--- config.mk ---
export PLATFORM = sky130hd
export DESIGN_NAME = subband_group_table_derive_unit
export DESIGN_NICKNAME = d
export VERILOG_FILES = /design/src/sv/sgtd_pkg.sv /design/src/sv/sgtd_ctrl.sv /design/src/sv/sgtd_datapath.sv /design/src/sv/subband_group_table_derive_unit.sv
export SDC_FILE = /design/constraint.sdc
export NUM_CORES = 2
export LEC_CHECK = 0
export ABC_AREA = 1
export BUFFER_PORTS_ARGS = -buffer_cell sky130_fd_sc_hd__buf_2
export CAP_MARGIN = 20
export CORE_AREA = 5 5 392 394
export DETAILED_ROUTE_END_ITERATION = 10
export DIE_AREA = 0 0 397 399
export HOLD_SLACK_MARGIN = 0.03
export PLACE_DENSITY = 0.77
export SYNTH_ARGS = -nofsm -noshare
export SYNTH_HDL_FRONTEND = slang
export SYNTH_HIERARCHICAL = 1
export SYNTH_SLANG_ARGS = --single-unit
--- constraint.sdc ---
create_clock -name clk -period 17.9 [get_ports clk]
set_input_delay 0.895 -clock clk [delete_from_list [all_inputs] [get_ports clk]]
set_output_delay 0.895 -clock clk [all_outputs]
set_load 0.02 [all_outputs]
--- src/sv/sgtd_pkg.sv ---
// shared types, constants and template tables for the subband group table derive unit
// no dependencies
`default_nettype none

package sgtd_pkg;

	localparam int MASTER_DEPTH = 23;
	localparam int LOW_DEPTH = 12;
	localparam int POW_W = 36;
	localparam int GROUPS_FINE = 22;
	localparam int GROUPS_COARSE = 20;
	localparam int GOAL_48K = 43;
	localparam int GOAL_OTHER = 46;
	localparam int SRC_LOW_FINE = 4;
	localparam int SRC_LOW_COARSE = 2;
	localparam int MIN_PATCH_WIDTH = 3;
	localparam int LIM_NUM = 100000;
	localparam int LIM_DEN = 118504;

	localparam int DEF_MAX_NOISE_GROUPS = 5;
	localparam int DEF_MAX_PATCHES = 6;
	localparam int DEF_MAX_LIMITER_BANDS = 32;

	localparam logic [5:0] TMPL_FINE [0:22] = '{
		6'd18, 6'd19, 6'd20, 6'd21, 6'd22, 6'd23, 6'd24, 6'd26, 6'd28, 6'd30, 6'd32, 6'd34,
		6'd36, 6'd38, 6'd40, 6'd42, 6'd44, 6'd47, 6'd50, 6'd53, 6'd56, 6'd59, 6'd62};
	localparam logic [5:0] TMPL_COARSE [0:20] = '{
		6'd10, 6'd11, 6'd12, 6'd13, 6'd14, 6'd15, 6'd16, 6'd17, 6'd18, 6'd19, 6'd20,
		6'd22, 6'd24, 6'd26, 6'd28, 6'd30, 6'd32, 6'd35, 6'd38, 6'd42, 6'd46};

	typedef enum logic [1:0] {
		ST_OK = 2'd0,
		ST_RANGE = 2'd1,
		ST_NOISE = 2'd2,
		ST_PATCH = 2'd3
	} status_t;

	typedef enum logic [3:0] {
		OP_IDLE, OP_CHECK, OP_FILL, OP_POW, OP_CNT, OP_NOISE, OP_SBG, OP_PASS,
		OP_WALK, OP_POST, OP_PBUILD, OP_LFILL, OP_SORT, OP_PRUNE, OP_EMIT
	} op_t;

	typedef struct packed {
		logic       fine_scale;
		logic [2:0] start_band;
		logic [1:0] stop_band;
		logic [2:0] crossover_offset;
		logic [1:0] noise_density;
		logic       rate_48k;
	} in_item_t;

	typedef struct packed {
		logic [1:0] status;
		logic [4:0] row;
		logic [5:0] master_border;
		logic [5:0] high_border;
		logic [5:0] low_border;
		logic [5:0] noise_border;
		logic [5:0] patch_border;
		logic [5:0] patch_width;
		logic [5:0] patch_source;
		logic [5:0] limiter_border;
		logic       last;
	} out_item_t;

	typedef struct packed {
		op_t  op;
		logic load;
	} dp_cmd_t;

	typedef struct packed {
		logic    done;
		logic    more;
		logic    fail;
		status_t code;
	} dp_sts_t;

	function automatic logic [5:0] tmpl_at(input logic hi, input logic [5:0] idx);
		logic [5:0] v;
		v = '0;
		if (hi) begin
			if (idx < 6'(MASTER_DEPTH)) v = TMPL_FINE[idx[4:0]];
		end else begin
			if (idx < 6'(MASTER_DEPTH - 2)) v = TMPL_COARSE[idx[4:0]];
		end
		return v;
	endfunction

endpackage

`default_nettype wire

--- src/sv/sgtd_ctrl.sv ---
// controller state machine: sequences the datapath operations of one request
// depends on sgtd_pkg
`default_nettype none

module sgtd_ctrl import sgtd_pkg::*; (
	input  wire logic    clk,
	input  wire logic    arst_n,
	input  wire logic    in_valid,
	output logic         in_ready,
	output dp_cmd_t      cmd,
	input  wire dp_sts_t sts
);

	typedef enum logic [14:0] {
		S_IDLE   = 15'b000000000000001,
		S_CHECK  = 15'b000000000000010,
		S_FILL   = 15'b000000000000100,
		S_POW    = 15'b000000000001000,
		S_CNT    = 15'b000000000010000,
		S_NOISE  = 15'b000000000100000,
		S_SBG    = 15'b000000001000000,
		S_PASS   = 15'b000000010000000,
		S_WALK   = 15'b000000100000000,
		S_POST   = 15'b000001000000000,
		S_PBUILD = 15'b000010000000000,
		S_LFILL  = 15'b000100000000000,
		S_SORT   = 15'b001000000000000,
		S_PRUNE  = 15'b010000000000000,
		S_EMIT   = 15'b100000000000000
	} state_t;

	state_t state_q, next_s;

	always_comb begin
		next_s = state_q;
		cmd.load = 1'b0;
		in_ready = 1'b0;
		unique case (state_q)
			S_IDLE: begin
				cmd.op = OP_IDLE;
				in_ready = 1'b1;
				cmd.load = in_valid;
				if (in_valid) next_s = S_CHECK;
			end
			S_CHECK: begin
				cmd.op = OP_CHECK;
				if (sts.done) next_s = S_FILL;
			end
			S_FILL: begin
				cmd.op = OP_FILL;
				if (sts.done) next_s = S_POW;
			end
			S_POW: begin
				cmd.op = OP_POW;
				if (sts.done) next_s = S_CNT;
			end
			S_CNT: begin
				cmd.op = OP_CNT;
				if (sts.done) next_s = S_NOISE;
			end
			S_NOISE: begin
				cmd.op = OP_NOISE;
				if (sts.done) next_s = S_SBG;
			end
			S_SBG: begin
				cmd.op = OP_SBG;
				if (sts.done) next_s = S_PASS;
			end
			S_PASS: begin
				cmd.op = OP_PASS;
				if (sts.done) next_s = S_WALK;
			end
			S_WALK: begin
				cmd.op = OP_WALK;
				if (sts.done) next_s = sts.more ? S_PASS : S_POST;
			end
			S_POST: begin
				cmd.op = OP_POST;
				if (sts.done) next_s = S_PBUILD;
			end
			S_PBUILD: begin
				cmd.op = OP_PBUILD;
				if (sts.done) next_s = S_LFILL;
			end
			S_LFILL: begin
				cmd.op = OP_LFILL;
				if (sts.done) next_s = S_SORT;
			end
			S_SORT: begin
				cmd.op = OP_SORT;
				if (sts.done) next_s = S_PRUNE;
			end
			S_PRUNE: begin
				cmd.op = OP_PRUNE;
				if (sts.done) next_s = S_EMIT;
			end
			S_EMIT: begin
				cmd.op = OP_EMIT;
				if (sts.done) next_s = S_IDLE;
			end
			default: begin
				cmd.op = OP_IDLE;
				next_s = S_IDLE;
			end
		endcase
		// any failure goes straight to the single status row
		if (sts.fail) next_s = S_EMIT;
	end

	always_ff @(posedge clk or negedge arst_n) begin
		if (!arst_n) begin
			state_q <= S_IDLE;
		end else begin
			state_q <= next_s;
		end
	end

endmodule

`default_nettype wire

--- src/sv/sgtd_datapath.sv ---
// datapath: table registers, loop counters and the output register
// depends on sgtd_pkg
`default_nettype none

module sgtd_datapath import sgtd_pkg::*; #(
	parameter int MAX_NOISE_GROUPS = DEF_MAX_NOISE_GROUPS,
	parameter int MAX_PATCHES = DEF_MAX_PATCHES,
	parameter int MAX_LIMITER_BANDS = DEF_MAX_LIMITER_BANDS
) (
	input  wire logic      clk,
	input  wire logic      arst_n,
	input  wire dp_cmd_t   cmd,
	input  wire in_item_t  in_item,
	output dp_sts_t        sts,
	output out_item_t      out_item,
	output logic           out_valid,
	input  wire logic      out_ready
);

	localparam int NIW = $clog2(MAX_NOISE_GROUPS + 1);
	localparam int PIW = $clog2(MAX_PATCHES + 1);
	localparam int LIM_DEPTH = LOW_DEPTH + MAX_PATCHES;
	localparam int LIW = $clog2(LIM_DEPTH);
	localparam int SHW = POW_W + 2 * MAX_NOISE_GROUPS + 3;
	localparam int PASS_MAX = 2 * (MAX_PATCHES + 2);

	in_item_t in_q;
	status_t st_q;
	logic [4:0] nm_q, nh_q, np_q, nl_q;
	logic [3:0] nlow_q, nn_q;
	logic [5:0] sba_q, sbx_q, sbz_q;

	logic [5:0] master_q [MASTER_DEPTH];
	logic [5:0] high_q [MASTER_DEPTH];
	logic [5:0] low_q [LOW_DEPTH];
	logic [5:0] noise_q [MAX_NOISE_GROUPS + 1];
	logic [5:0] pb_q [MAX_PATCHES + 1];
	logic [5:0] nsb_q [MAX_PATCHES + 1];
	logic signed [7:0] ssb_q [MAX_PATCHES + 1];
	logic [5:0] buf_q [LIM_DEPTH];

	logic [4:0] i_q, k_q, sbg_q, j_q, passes_q;
	logic [5:0] v_q, msb_q, usb_q;
	logic phase_q;
	logic [POW_W-1:0] px_q, pz_q;
	logic [2:0] pc_q;
	logic [3:0] c_q, idx_q, rem_q, d_q;
	logic [SHW-1:0] sh_q;
	out_item_t out_q;
	logic ovalid_q;

	// combinational helpers
	logic [5:0] nm_w, nh_w, base_w, goal_w, sb_w, w_w, u_w, l_w, lidx_w;
	logic [3:0] nlow_w;
	logic bad_w, odd_w, walk_w, cnt_go, sbg_go, keep_w, drop_en, isu_w, isl_w;
	logic signed [7:0] rhs_w;
	logic [4:0] np_trim, drop_w;
	logic [22:0] mu_w, ml_w;
	logic out_free;

	always_comb begin
		base_w = {2'b0, in_q.start_band, 1'b0};
		nm_w = (in_q.fine_scale ? 6'(GROUPS_FINE) : 6'(GROUPS_COARSE)) - base_w
			- {3'b0, in_q.stop_band, 1'b0};
		bad_w = (nm_w == 6'd0) || ({3'b0, in_q.crossover_offset} >= nm_w);
		nh_w = nm_w - {3'b0, in_q.crossover_offset};
		nlow_w = 4'(nh_w - {1'b0, nh_w[5:1]});
		lidx_w = (i_q == 5'd0) ? 6'd0
			: (nh_q[0] ? ({i_q, 1'b0} - 6'd1) : {i_q, 1'b0});
		goal_w = in_q.rate_48k ? 6'(GOAL_48K) : 6'(GOAL_OTHER);

		sb_w = master_q[j_q];
		odd_w = sb_w[0] ^ sba_q[0];
		rhs_w = $signed({2'b0, sba_q})
			- (in_q.fine_scale ? 8'(SRC_LOW_FINE) : 8'(SRC_LOW_COARSE))
			+ $signed({2'b0, msb_q}) - $signed({7'b0, odd_w});
		walk_w = $signed({2'b0, sb_w}) > rhs_w;
		w_w = (sb_w > usb_q) ? (sb_w - usb_q) : 6'd0;

		cnt_go = (c_q <= 4'(MAX_NOISE_GROUPS)) && (sh_q <= {{(SHW - POW_W){1'b0}}, pz_q});
		sbg_go = (goal_w < sbz_q) && (sbg_q < nm_q) && (master_q[sbg_q] < goal_w);

		np_trim = ((np_q > 5'd1) && (nsb_q[PIW'(np_q - 5'd1)] < 6'(MIN_PATCH_WIDTH)))
			? (np_q - 5'd1) : np_q;

		// limiter pruning: ratio test and patch border membership
		u_w = buf_q[i_q[LIW-1:0]];
		l_w = buf_q[LIW'(i_q - 5'd1)];
		mu_w = 23'(LIM_NUM) * {17'b0, u_w};
		ml_w = 23'(LIM_DEN) * {17'b0, l_w};
		isu_w = 1'b0;
		isl_w = 1'b0;
		for (int k = 0; k <= MAX_PATCHES; k++) begin
			if (5'(k) <= np_q && pb_q[k] == u_w) isu_w = 1'b1;
			if (5'(k) <= np_q && pb_q[k] == l_w) isl_w = 1'b1;
		end
		keep_w = 1'b0;
		drop_en = 1'b0;
		drop_w = i_q;
		if (mu_w >= ml_w) begin
			keep_w = 1'b1;
		end else if (u_w == l_w || !isu_w) begin
			drop_en = 1'b1;
		end else if (isl_w) begin
			keep_w = 1'b1;
		end else begin
			drop_en = 1'b1;
			drop_w = i_q - 5'd1;
		end

		out_free = !ovalid_q || out_ready;

		sts = '0;
		unique case (cmd.op)
			OP_IDLE: ;
			OP_CHECK: begin
				if (bad_w) begin
					sts.fail = 1'b1;
					sts.code = ST_RANGE;
				end else begin
					sts.done = 1'b1;
				end
			end
			OP_FILL: sts.done = (i_q == nm_q);
			OP_POW: sts.done = (pc_q == {in_q.noise_density, 1'b0});
			OP_CNT: begin
				sts.done = !cnt_go;
				if (!cnt_go && c_q > 4'(MAX_NOISE_GROUPS)) begin
					sts.fail = 1'b1;
					sts.code = ST_NOISE;
				end
			end
			OP_NOISE: sts.done = (rem_q < d_q) && ({1'b0, i_q} == {2'b0, nn_q});
			OP_SBG: sts.done = !sbg_go;
			OP_PASS: begin
				if (5'(passes_q + 5'd1) > 5'(PASS_MAX) || np_q > 5'(MAX_PATCHES)) begin
					sts.fail = 1'b1;
					sts.code = ST_PATCH;
				end else begin
					sts.done = 1'b1;
				end
			end
			OP_WALK: begin
				if (walk_w) begin
					if (j_q == 5'd0) begin
						sts.fail = 1'b1;
						sts.code = ST_PATCH;
					end
				end else begin
					sts.done = 1'b1;
					sts.more = (sb_w != sbz_q);
				end
			end
			OP_POST: begin
				if (np_q == 5'd0 || np_trim > 5'(MAX_PATCHES)) begin
					sts.fail = 1'b1;
					sts.code = ST_PATCH;
				end else begin
					sts.done = 1'b1;
				end
			end
			OP_PBUILD: begin
				if (i_q == np_q) begin
					sts.done = 1'b1;
				end else if (ssb_q[i_q[PIW-1:0]][7]) begin
					sts.fail = 1'b1;
					sts.code = ST_PATCH;
				end
			end
			OP_LFILL: sts.done = (i_q == nl_q);
			OP_SORT: sts.done = phase_q && (i_q > nl_q);
			OP_PRUNE: begin
				if (i_q > nl_q) begin
					if ({1'b0, nl_q} > 6'(MAX_LIMITER_BANDS)) begin
						sts.fail = 1'b1;
						sts.code = ST_PATCH;
					end else begin
						sts.done = 1'b1;
					end
				end
			end
			OP_EMIT: sts.done = out_free && (st_q != ST_OK || i_q == nm_q);
			default: ;
		endcase
	end

	always_ff @(posedge clk) begin
		if (cmd.load) in_q <= in_item;
		unique case (cmd.op)
			OP_IDLE: ;
			OP_CHECK: begin
				nm_q <= nm_w[4:0];
				nh_q <= nh_w[4:0];
				nlow_q <= nlow_w;
				sba_q <= tmpl_at(in_q.fine_scale, base_w);
				sbx_q <= tmpl_at(in_q.fine_scale, 6'(base_w + {3'b0, in_q.crossover_offset}));
				sbz_q <= tmpl_at(in_q.fine_scale, 6'(base_w + nm_w));
				msb_q <= tmpl_at(in_q.fine_scale, base_w);
				usb_q <= tmpl_at(in_q.fine_scale, 6'(base_w + {3'b0, in_q.crossover_offset}));
				i_q <= '0;
				px_q <= POW_W'(1);
				pz_q <= POW_W'(1);
				pc_q <= '0;
				sbg_q <= '0;
				np_q <= '0;
				passes_q <= '0;
			end
			OP_FILL: begin
				master_q[i_q] <= tmpl_at(in_q.fine_scale, 6'(base_w + {1'b0, i_q}));
				if (i_q <= nh_q)
					high_q[i_q] <= tmpl_at(in_q.fine_scale,
						6'(base_w + {3'b0, in_q.crossover_offset} + {1'b0, i_q}));
				if ({1'b0, i_q} <= {2'b0, nlow_q})
					low_q[i_q[3:0]] <= tmpl_at(in_q.fine_scale,
						6'(base_w + {3'b0, in_q.crossover_offset} + lidx_w));
				i_q <= i_q + 5'd1;
			end
			OP_POW: begin
				if (!sts.done) begin
					px_q <= POW_W'(px_q * {{(POW_W - 6){1'b0}}, sbx_q});
					pz_q <= POW_W'(pz_q * {{(POW_W - 6){1'b0}}, sbz_q});
					pc_q <= pc_q + 3'd1;
				end else begin
					sh_q <= {{(SHW - POW_W - 1){1'b0}}, px_q, 1'b0};
					c_q <= '0;
				end
			end
			OP_CNT: begin
				if (cnt_go) begin
					c_q <= c_q + 4'd1;
					sh_q <= {sh_q[SHW-3:0], 2'b00};
				end else begin
					nn_q <= (c_q == 4'd0) ? 4'd1 : c_q;
					d_q <= (c_q == 4'd0) ? 4'd1 : c_q;
					noise_q[0] <= sbx_q;
					idx_q <= '0;
					rem_q <= nlow_q;
					i_q <= 5'd1;
				end
			end
			OP_NOISE: begin
				if (rem_q >= d_q) begin
					rem_q <= rem_q - d_q;
					idx_q <= idx_q + 4'd1;
				end else begin
					noise_q[i_q[NIW-1:0]] <= low_q[idx_q];
					i_q <= i_q + 5'd1;
					d_q <= d_q - 4'd1;
					rem_q <= nlow_q - idx_q;
				end
			end
			OP_SBG: begin
				if (sbg_go) sbg_q <= sbg_q + 5'd1;
				else if (!(goal_w < sbz_q)) sbg_q <= nm_q;
			end
			OP_PASS: begin
				passes_q <= passes_q + 5'd1;
				j_q <= sbg_q;
			end
			OP_WALK: begin
				if (walk_w) begin
					j_q <= j_q - 5'd1;
				end else begin
					nsb_q[np_q[PIW-1:0]] <= w_w;
					ssb_q[np_q[PIW-1:0]] <= $signed({2'b0, sba_q}) - $signed({7'b0, odd_w})
						- $signed({2'b0, w_w});
					if (w_w != 6'd0) begin
						usb_q <= sb_w;
						msb_q <= sb_w;
						np_q <= np_q + 5'd1;
					end else begin
						msb_q <= sbx_q;
					end
					if ($signed({1'b0, master_q[sbg_q]}) - $signed({1'b0, sb_w})
						< 7'sd3) sbg_q <= nm_q;
				end
			end
			OP_POST: begin
				np_q <= np_trim;
				pb_q[0] <= sbx_q;
				i_q <= '0;
			end
			OP_PBUILD: begin
				if (i_q != np_q) begin
					pb_q[PIW'(i_q + 5'd1)] <= pb_q[i_q[PIW-1:0]] + nsb_q[i_q[PIW-1:0]];
					i_q <= i_q + 5'd1;
				end else begin
					nl_q <= 5'({1'b0, nlow_q} + np_q - 5'd1);
					i_q <= '0;
				end
			end
			OP_LFILL: begin
				buf_q[i_q[LIW-1:0]] <= ({1'b0, i_q} <= {2'b0, nlow_q}) ? low_q[i_q[3:0]]
					: pb_q[PIW'(i_q - {1'b0, nlow_q})];
				if (sts.done) begin
					i_q <= 5'd1;
					phase_q <= 1'b1;
				end else begin
					i_q <= i_q + 5'd1;
				end
			end
			OP_SORT: begin
				if (phase_q) begin
					if (sts.done) begin
						i_q <= 5'd1;
					end else begin
						v_q <= buf_q[i_q[LIW-1:0]];
						k_q <= i_q;
						phase_q <= 1'b0;
					end
				end else if (k_q != 5'd0 && buf_q[LIW'(k_q - 5'd1)] > v_q) begin
					buf_q[k_q[LIW-1:0]] <= buf_q[LIW'(k_q - 5'd1)];
					k_q <= k_q - 5'd1;
				end else begin
					buf_q[k_q[LIW-1:0]] <= v_q;
					i_q <= i_q + 5'd1;
					phase_q <= 1'b1;
				end
			end
			OP_PRUNE: begin
				if (i_q <= nl_q) begin
					if (keep_w) begin
						i_q <= i_q + 5'd1;
					end else if (drop_en) begin
						for (int k = 0; k < LIM_DEPTH - 1; k++)
							if (5'(k) >= drop_w && 5'(k) < nl_q) buf_q[k] <= buf_q[k + 1];
						nl_q <= nl_q - 5'd1;
					end
				end else begin
					i_q <= '0;
				end
			end
			OP_EMIT: begin
				if (out_free) begin
					out_q <= '0;
					out_q.status <= st_q;
					if (st_q != ST_OK) begin
						out_q.last <= 1'b1;
					end else begin
						out_q.row <= i_q;
						out_q.master_border <= master_q[i_q];
						out_q.high_border <= (i_q <= nh_q) ? high_q[i_q] : 6'd0;
						out_q.low_border <= ({1'b0, i_q} <= {2'b0, nlow_q})
							? low_q[i_q[3:0]] : 6'd0;
						out_q.noise_border <= ({1'b0, i_q} <= {2'b0, nn_q})
							? noise_q[i_q[NIW-1:0]] : 6'd0;
						out_q.patch_border <= (i_q <= np_q) ? pb_q[i_q[PIW-1:0]] : 6'd0;
						out_q.patch_width <= (i_q < np_q) ? nsb_q[i_q[PIW-1:0]] : 6'd0;
						out_q.patch_source <= (i_q < np_q) ? ssb_q[i_q[PIW-1:0]][5:0] : 6'd0;
						out_q.limiter_border <= (i_q <= nl_q) ? buf_q[i_q[LIW-1:0]] : 6'd0;
						out_q.last <= (i_q == nm_q);
					end
					i_q <= i_q + 5'd1;
				end
			end
			default: ;
		endcase
	end

	always_ff @(posedge clk or negedge arst_n) begin
		if (!arst_n) begin
			ovalid_q <= 1'b0;
			st_q <= ST_OK;
		end else begin
			if (cmd.load) st_q <= ST_OK;
			else if (sts.fail) st_q <= sts.code;
			if (ovalid_q && out_ready) ovalid_q <= 1'b0;
			if (cmd.op == OP_EMIT && out_free) ovalid_q <= 1'b1;
		end
	end

	assign out_item = out_q;
	assign out_valid = ovalid_q;

endmodule

`default_nettype wire

--- src/sv/subband_group_table_derive_unit.sv ---
// on a failed range check the controller passes from the check state to the emit state and
// the status row is registered there; otherwise the first row follows the table fill,
// the noise division steps, the patch search passes and the sort and prune walks
// throughput: one request at a time, then one result row transfer per cycle while out_ready
// reset: arst_n clears the controller and the output valid; tables are rebuilt per request
`default_nettype none

module subband_group_table_derive_unit import sgtd_pkg::*; #(
	parameter int MAX_NOISE_GROUPS = DEF_MAX_NOISE_GROUPS,
	parameter int MAX_PATCHES = DEF_MAX_PATCHES,
	parameter int MAX_LIMITER_BANDS = DEF_MAX_LIMITER_BANDS
) (
	input  wire logic      clk,
	input  wire logic      arst_n,
	input  wire logic      in_valid,
	output logic           in_ready,
	input  wire in_item_t  in_data,
	output logic           out_valid,
	input  wire logic      out_ready,
	output out_item_t      out_data
);

	// command and status between controller and datapath
	dp_cmd_t cmd;
	dp_sts_t sts;

	// controller: one state per table walk, loops back between pass and walk
	// for the patch search, any failure jumps to a single status row
	sgtd_ctrl u_ctrl (
		.clk      (clk),
		.arst_n   (arst_n),
		.in_valid (in_valid),
		.in_ready (in_ready),
		.cmd      (cmd),
		.sts      (sts)
	);

	// datapath: master, signal, noise, patch and limiter tables, the power test
	// multiplier, the subtract-based divider and the output register
	sgtd_datapath #(
		.MAX_NOISE_GROUPS  (MAX_NOISE_GROUPS),
		.MAX_PATCHES       (MAX_PATCHES),
		.MAX_LIMITER_BANDS (MAX_LIMITER_BANDS)
	) u_dp (
		.clk       (clk),
		.arst_n    (arst_n),
		.cmd       (cmd),
		.in_item   (in_data),
		.sts       (sts),
		.out_item  (out_data),
		.out_valid (out_valid),
		.out_ready (out_ready)
	);

endmodule

`default_nettype wire
[Word-level counts from Yosys, hierarchy flattened]
Memories as Yosys holds them, arrays and structs flattened. A register that Yosys moved wholly into a read port is not among the register bits.
Index checks and enable logic that the tools add are counted.
Storage, ports and cells
  bits in registers: 298
  RAM bits: 632
  ROM bits: 2304
  input port bits: 16
  output and inout port bits: 58
  word-level logic and storage cells: 735
  memories kept: 20
Cells by class
  $add $sub $neg: 36
  $mul: 4
  $lt $le $gt $ge: 86
  equality and inequality tests: 87
  muxes and demuxes: 340
  bitwise logic cells: 16
  reduce and logical (&&, ||, !) cells: 103
Memories
  (no name shown): depth 32, bits a word 6, read ports 1, clocked after Yosys merged registers in 0, wr ports 0, RTL line sgtd_pkg.sv:82  | if (idx < 6'(MASTER_DEPTH)) v = TMPL_FINE[idx[4:0]];
  (no name shown): depth 32, bits a word 6, read ports 1, clocked after Yosys merged registers in 0, wr ports 0, RTL line sgtd_pkg.sv:84  | if (idx < 6'(MASTER_DEPTH - 2)) v = TMPL_COARSE[idx[4:0]];
  (no name shown): depth 32, bits a word 6, read ports 1, clocked after Yosys merged registers in 0, wr ports 0, RTL line sgtd_pkg.sv:82
  (no name shown): depth 32, bits a word 6, read ports 1, clocked after Yosys merged registers in 0, wr ports 0, RTL line sgtd_pkg.sv:84
  (no name shown): depth 32, bits a word 6, read ports 1, clocked after Yosys merged registers in 0, wr ports 0, RTL line sgtd_pkg.sv:82
  (no name shown): depth 32, bits a word 6, read ports 1, clocked after Yosys merged registers in 0, wr ports 0, RTL line sgtd_pkg.sv:84
  14 more memories
Operators by type and width (number)
  6-bit two-way mux: 60
  15-bit two-way mux: 16
  15-bit one-hot mux with 15 select lines: 1
  1-bit two-way mux: 172
  5-bit two-way mux: 33
  36-bit one-hot mux with 2 select lines: 2
  49-bit two-way mux: 2
  49-bit one-hot mux with 2 select lines: 1
  6-bit == test: 15
  36-bit by 6-bit multiplier with 36-bit output: 2
  36-bit two-way mux: 2
  6-bit by 5-bit < comparator with 1-bit output, second input constant: 10
  4-bit one-hot mux with 14 select lines: 1
  3-bit two-way mux: 18
  49-bit by 36-bit <= comparator with 1-bit output: 1
  3-bit inequality test, second input constant: 16
  5-bit one-hot mux with 9 select lines: 1
  4-bit two-way mux: 11
  1-bit logical AND: 42
  4-bit by 5-bit greater-or-equal comparator with 1-bit output, first input constant: 8
  4-bit by 5-bit < comparator with 1-bit output, first input constant: 8
  6-bit greater-or-equal comparator, second input constant: 6
  4-bit one-hot mux with 2 select lines: 4
  5-bit NOT with 6-bit output: 5
  115 further kinds: 235

[Logic depth before layout (Yosys ltp)]
An unclocked memory read counts as a cell.
  word-level depth: 24
  depth in mapped cells: 62
  gate-level depth less buffers: 54

[By module]
Netlist, hierarchy kept.
By module, submodules not included
  sgtd_datapath: times used 1, cells an instance 8639, area each 72859.9 um2, seq. area each 30754.5 um2
  sgtd_ctrl: times used 1, cells an instance 194, area each 1262.5 um2, seq. area each 376.6 um2

[Least setup slack after synthesis]
OpenSTA, ideal clock, no wires.
  kind: reg2reg
  start point: reg u_dp.i_q[0]
  end point: mem u_dp.buf_q[4][0], enable pin
  arrival: 9.175 ns
  data required time: 17.543 ns
  path slack: 8.368 ns
  stages on the path, launching flop included: 56
  cell sequence: edfxtp_1 buf_2 inv_2 buf_4 buf_6 clkbuf_1 clkbuf_1 buf_1 ha_1 inv_1 buf_2 buf_1 nand2_1 nand3_1 nand3_1 nand3_2 nand2_2 buf_6 (+20 left out) nor2_1 xor2_1 ha_1 nand2_1 inv_1 nand3_1 inv_1 a21oi_1 and3_1 inv_1 nor2_4 nand3_1 nand2_2 buf_6 nand3_2 o21ai_2 nand2_2 o21ai_1
RTL lines
  start: declaration: RTL line sgtd_datapath.sv:42  | logic [4:0] i_q, k_q, sbg_q, j_q, passes_q;
  start signal: assignment: RTL line sgtd_datapath.sv:216  | i_q <= i_q + 5'd1;
  start signal: assignment: RTL line sgtd_datapath.sv:247  | i_q <= i_q + 5'd1;
  start signal: assignment: RTL line sgtd_datapath.sv:286  | i_q <= i_q + 5'd1;
  end: declaration: RTL line sgtd_datapath.sv:40  | logic [5:0] buf_q [LIM_DEPTH];

==> results.json <==
{
  "cts_tree": "yes",
  "post_cts_buffers": 0,
  "io-pin-count": 74,
  "multiInputGateArea_um2": 37000,
  "synth_cells": 8833,
  "ys_types": 76,
  "wl_per_cell_um": 21.9,
  "postCtsResizedCells": 0,
  "final-setup-viol-count": 0,
  "crit_path_max_fanout": 56,
  "min_path_type": "primary input to asynchronous set/reset pin",
  "gp_congestion": 1.01,
  "rsz0062_at_grt": "no",
  "syn2layout_area_growth_pct": 8.36,
  "routed_via_density": 6.00,
  "core_um2": 149000,
  "async_flop_share": 0.0172,
  "cts_max_path_buffers": 3,
  "crit_path_start_kind": "register",
  "grt.overflow.total": 0,
  "critPathKind": "register to register",
  "ant_nets": 0,
  "slew_violations": 0,
  "holdBufCountCts": 0,
  "yosysWarnings": 6,
  "drive_gt1_frac": 0.0609,
  "firstDrtPassIters": 9,
  "hold_viol_final": 0,
  "grt_pass1_wl_mm": 362,
  "rows": 142,
  "synth-main-ff-cell": "edfxtp_1",
  "start_util": 0.496,
  "syn_nets": 9523,
  "synthesis.area_um2": 74100,
  "avgSynthCellArea_um2": 8.39,
  "cts_buffers": 116,
  "required_ps": 18310,
  "design.die.area_um2": 158000,
  "final_common_cell": "nand2_1",
  "path_common_cell": "inv_1",
  "fmax_mhz": 88.7,
  "crit_arrival_ps": 11680,
  "drc": 0,
  "cap_violations": 0,
  "ys_seq_area_frac": 0.420,
  "clk_pin_slew_ps": 60,
  "fin_nets": 9442,
  "synth-seq-cells": 1046,
  "clock_latency_ps": 800,
  "dieHeight_um": 399,
  "cp-end-kind": "register",
  "cts.htree.levels": 3,
  "timing.final.crit_share": 0.630,
  "dr.first_iter.drc_count": 8380,
  "wl_mm": 238,
  "max_slew_margin": 0.198,
  "numPortBuffers": 73,
  "synth_edf_count": 1009,
  "die_w_um": 397,
  "grt_max_degree": 85,
  "critPathMaxStageDelay_ps": 560,
  "fin_crit_ps": 11280,
  "vias": 65200,
  "fill_cells": 13200,
  "sequential_cell_area_um2": 31100,
  "grtUsageTotal": 0.292,
  "dp_hpwl_mm": 169,
  "antenna_found_initial": 7,
  "worst_slew_pin_slew_ps": 1190,
  "crit_slowest_cell": "fa_1",
  "fin_worst_skew_ps": 69.9,
  "mostFrequentLayoutCells": "nand2_1, inv_1, edfxtp_1",
  "setup_tns_ps": 0,
  "status": "completed",
  "clockRootBuffer": "clkbuf_16",
  "grt_pass1_vias": 62700,
  "cts_sinks": 1046
}
-- critical path, delay by kind of cell (launching register included) --
kind | cells | cell delay (ps)
simple gates | 17 | 2960
fa+ha+maj | 6 | 2620
buf+inv | 13 | 2590
compound gates | 12 | 2190
flops | 1 | 320
xor+xnor | 1 | 170
-- flip-flops by register name (all words and copies together), names as in the netlist, 42 cells and up, named ones only --
name           count
u_dp/buf_q       192
u_dp/high_q      138
u_dp/nsb_q        42
u_dp/out_item     56
u_dp/low_q        72
u_dp/sh_q         48
u_dp/master_q    138
u_dp/pb_q         48
u_dp/ssb_q        49
-- cells by family (layout without fill, tap and decap cells) --
| family | after synthesis | count (layout) | share of synthesized area |
|---|---|---|---|
| AOI/OAI and AO/OA | 1840 | 1840 | 0.140 |
| muxes | 1 | 1 | 0.000135 |
| other | 0 | 5 | 0 |
| and+or+nand+nor | 3593 | 3593 | 0.202 |
| buffers and inverters | 1549 | 1567 | 0.0821 |
| DFF | 1046 | 1046 | 0.420 |
| adders and majority gates | 674 | 674 | 0.140 |
| xor gates and xnor gates | 130 | 130 | 0.0154 |
-- cells in the mapped netlist (9+ instances only) --
cell         n  area, µm²
nand2_1   2038       7650
inv_1     1107       4160
edfxtp_1  1009      30300
o21ai_0    763       3820
nor2_1     719       2700
nand3_1    608       3040
a21oi_1    573       2870
ha_1       414       5180
clkbuf_1   292       1100
fa_1       260       5200
o22ai_1     95        594
xor2_1      86        753
nor3_1      77        385
o211ai_1    74        556
buf_2       54        270
o21ai_1     50        250
o221ai_1    44        385
xnor2_1     44        385
a31oi_1     41        257
o21a_1      36        270
buf_1       31        116
a211oi_1    27        203
o311ai_0    27        236
nand4_1     26        163
nand2_2     21        131
nor4_1      21        131
buf_4       20        150
dfxtp_1     19        380
dfrtp_1     17        425
buf_6       16        180
nand3_2     16        160
inv_2       15       56.3
nand2_4     13        146
o21bai_1    13       97.6
or2_2       13       81.3
clkinv_1    12       45.0
o31ai_1     10       75.1
nor2_2       9       56.3
o32ai_1      9       78.8
-- final cells by class --
class	instances	share of cell area
antenna	5	0.000156
clock buffer	133	0.0369
clock inverter	84	0.0110
inverter	1136	0.0533
multi-input combinational	6238	0.461
sequential	1046	0.388
tap	2016	0.0314
timing repair buffer	214	0.0184
-- final timing paths --
kind	cells past startpoint	startpoint	slack, ps	endpoint
min in group clk	1	in_data[7]	290	u_dp/in_q[7]$_DFFE_PP_
worst min register to register	0	u_dp/c_q[3]$_SDFFCE_PN0P_	510	u_dp/nn_q[3]$_DFFE_PP_
worst min-delay path	1	arst_n	100	u_dp/out_valid$_DFFE_PN0P_
max in group asynchronous	1	arst_n	17350	u_ctrl/state_q[11]$_DFFE_PN0P_
worst max-delay path	49	u_dp/i_q[1]$_DFFE_PN_	6620	u_dp/buf_q[5][3]$_DFFE_PP_
worst max register to register	49	u_dp/i_q[1]$_DFFE_PN_	6620	u_dp/buf_q[5][3]$_DFFE_PP_
-- routing by layer --
layer	vias up	global-route usage	routed length, µm	part of all wire
li1	29600	-	-	-
met1	30600	0.370	89000	0.37
met2	4132	0.471	108000	0.45
met3	865	0.0562	25000	0.11
met4	4	0.168	15700	0.066
met5	-	0	28	0.00012
-- through the flow --
stage                util  setup slack [ps]  std cells  hold WS [ps]  instance area (µm²)
floorplan               -              8370       8833           448                74100
global placement    0.510              6890      10600           470                76200
detailed placement  0.511              6850      10600           484                76300
CTS                 0.536              6780      10900          65.7                80200
global route        0.537              5860      10900           108                80300
finish              0.538              6620      10900          96.3                80300
Power is left out: the tool's default activity adds up to more than one toggle a clock period on the data nets, which glitch-free logic cannot reach.
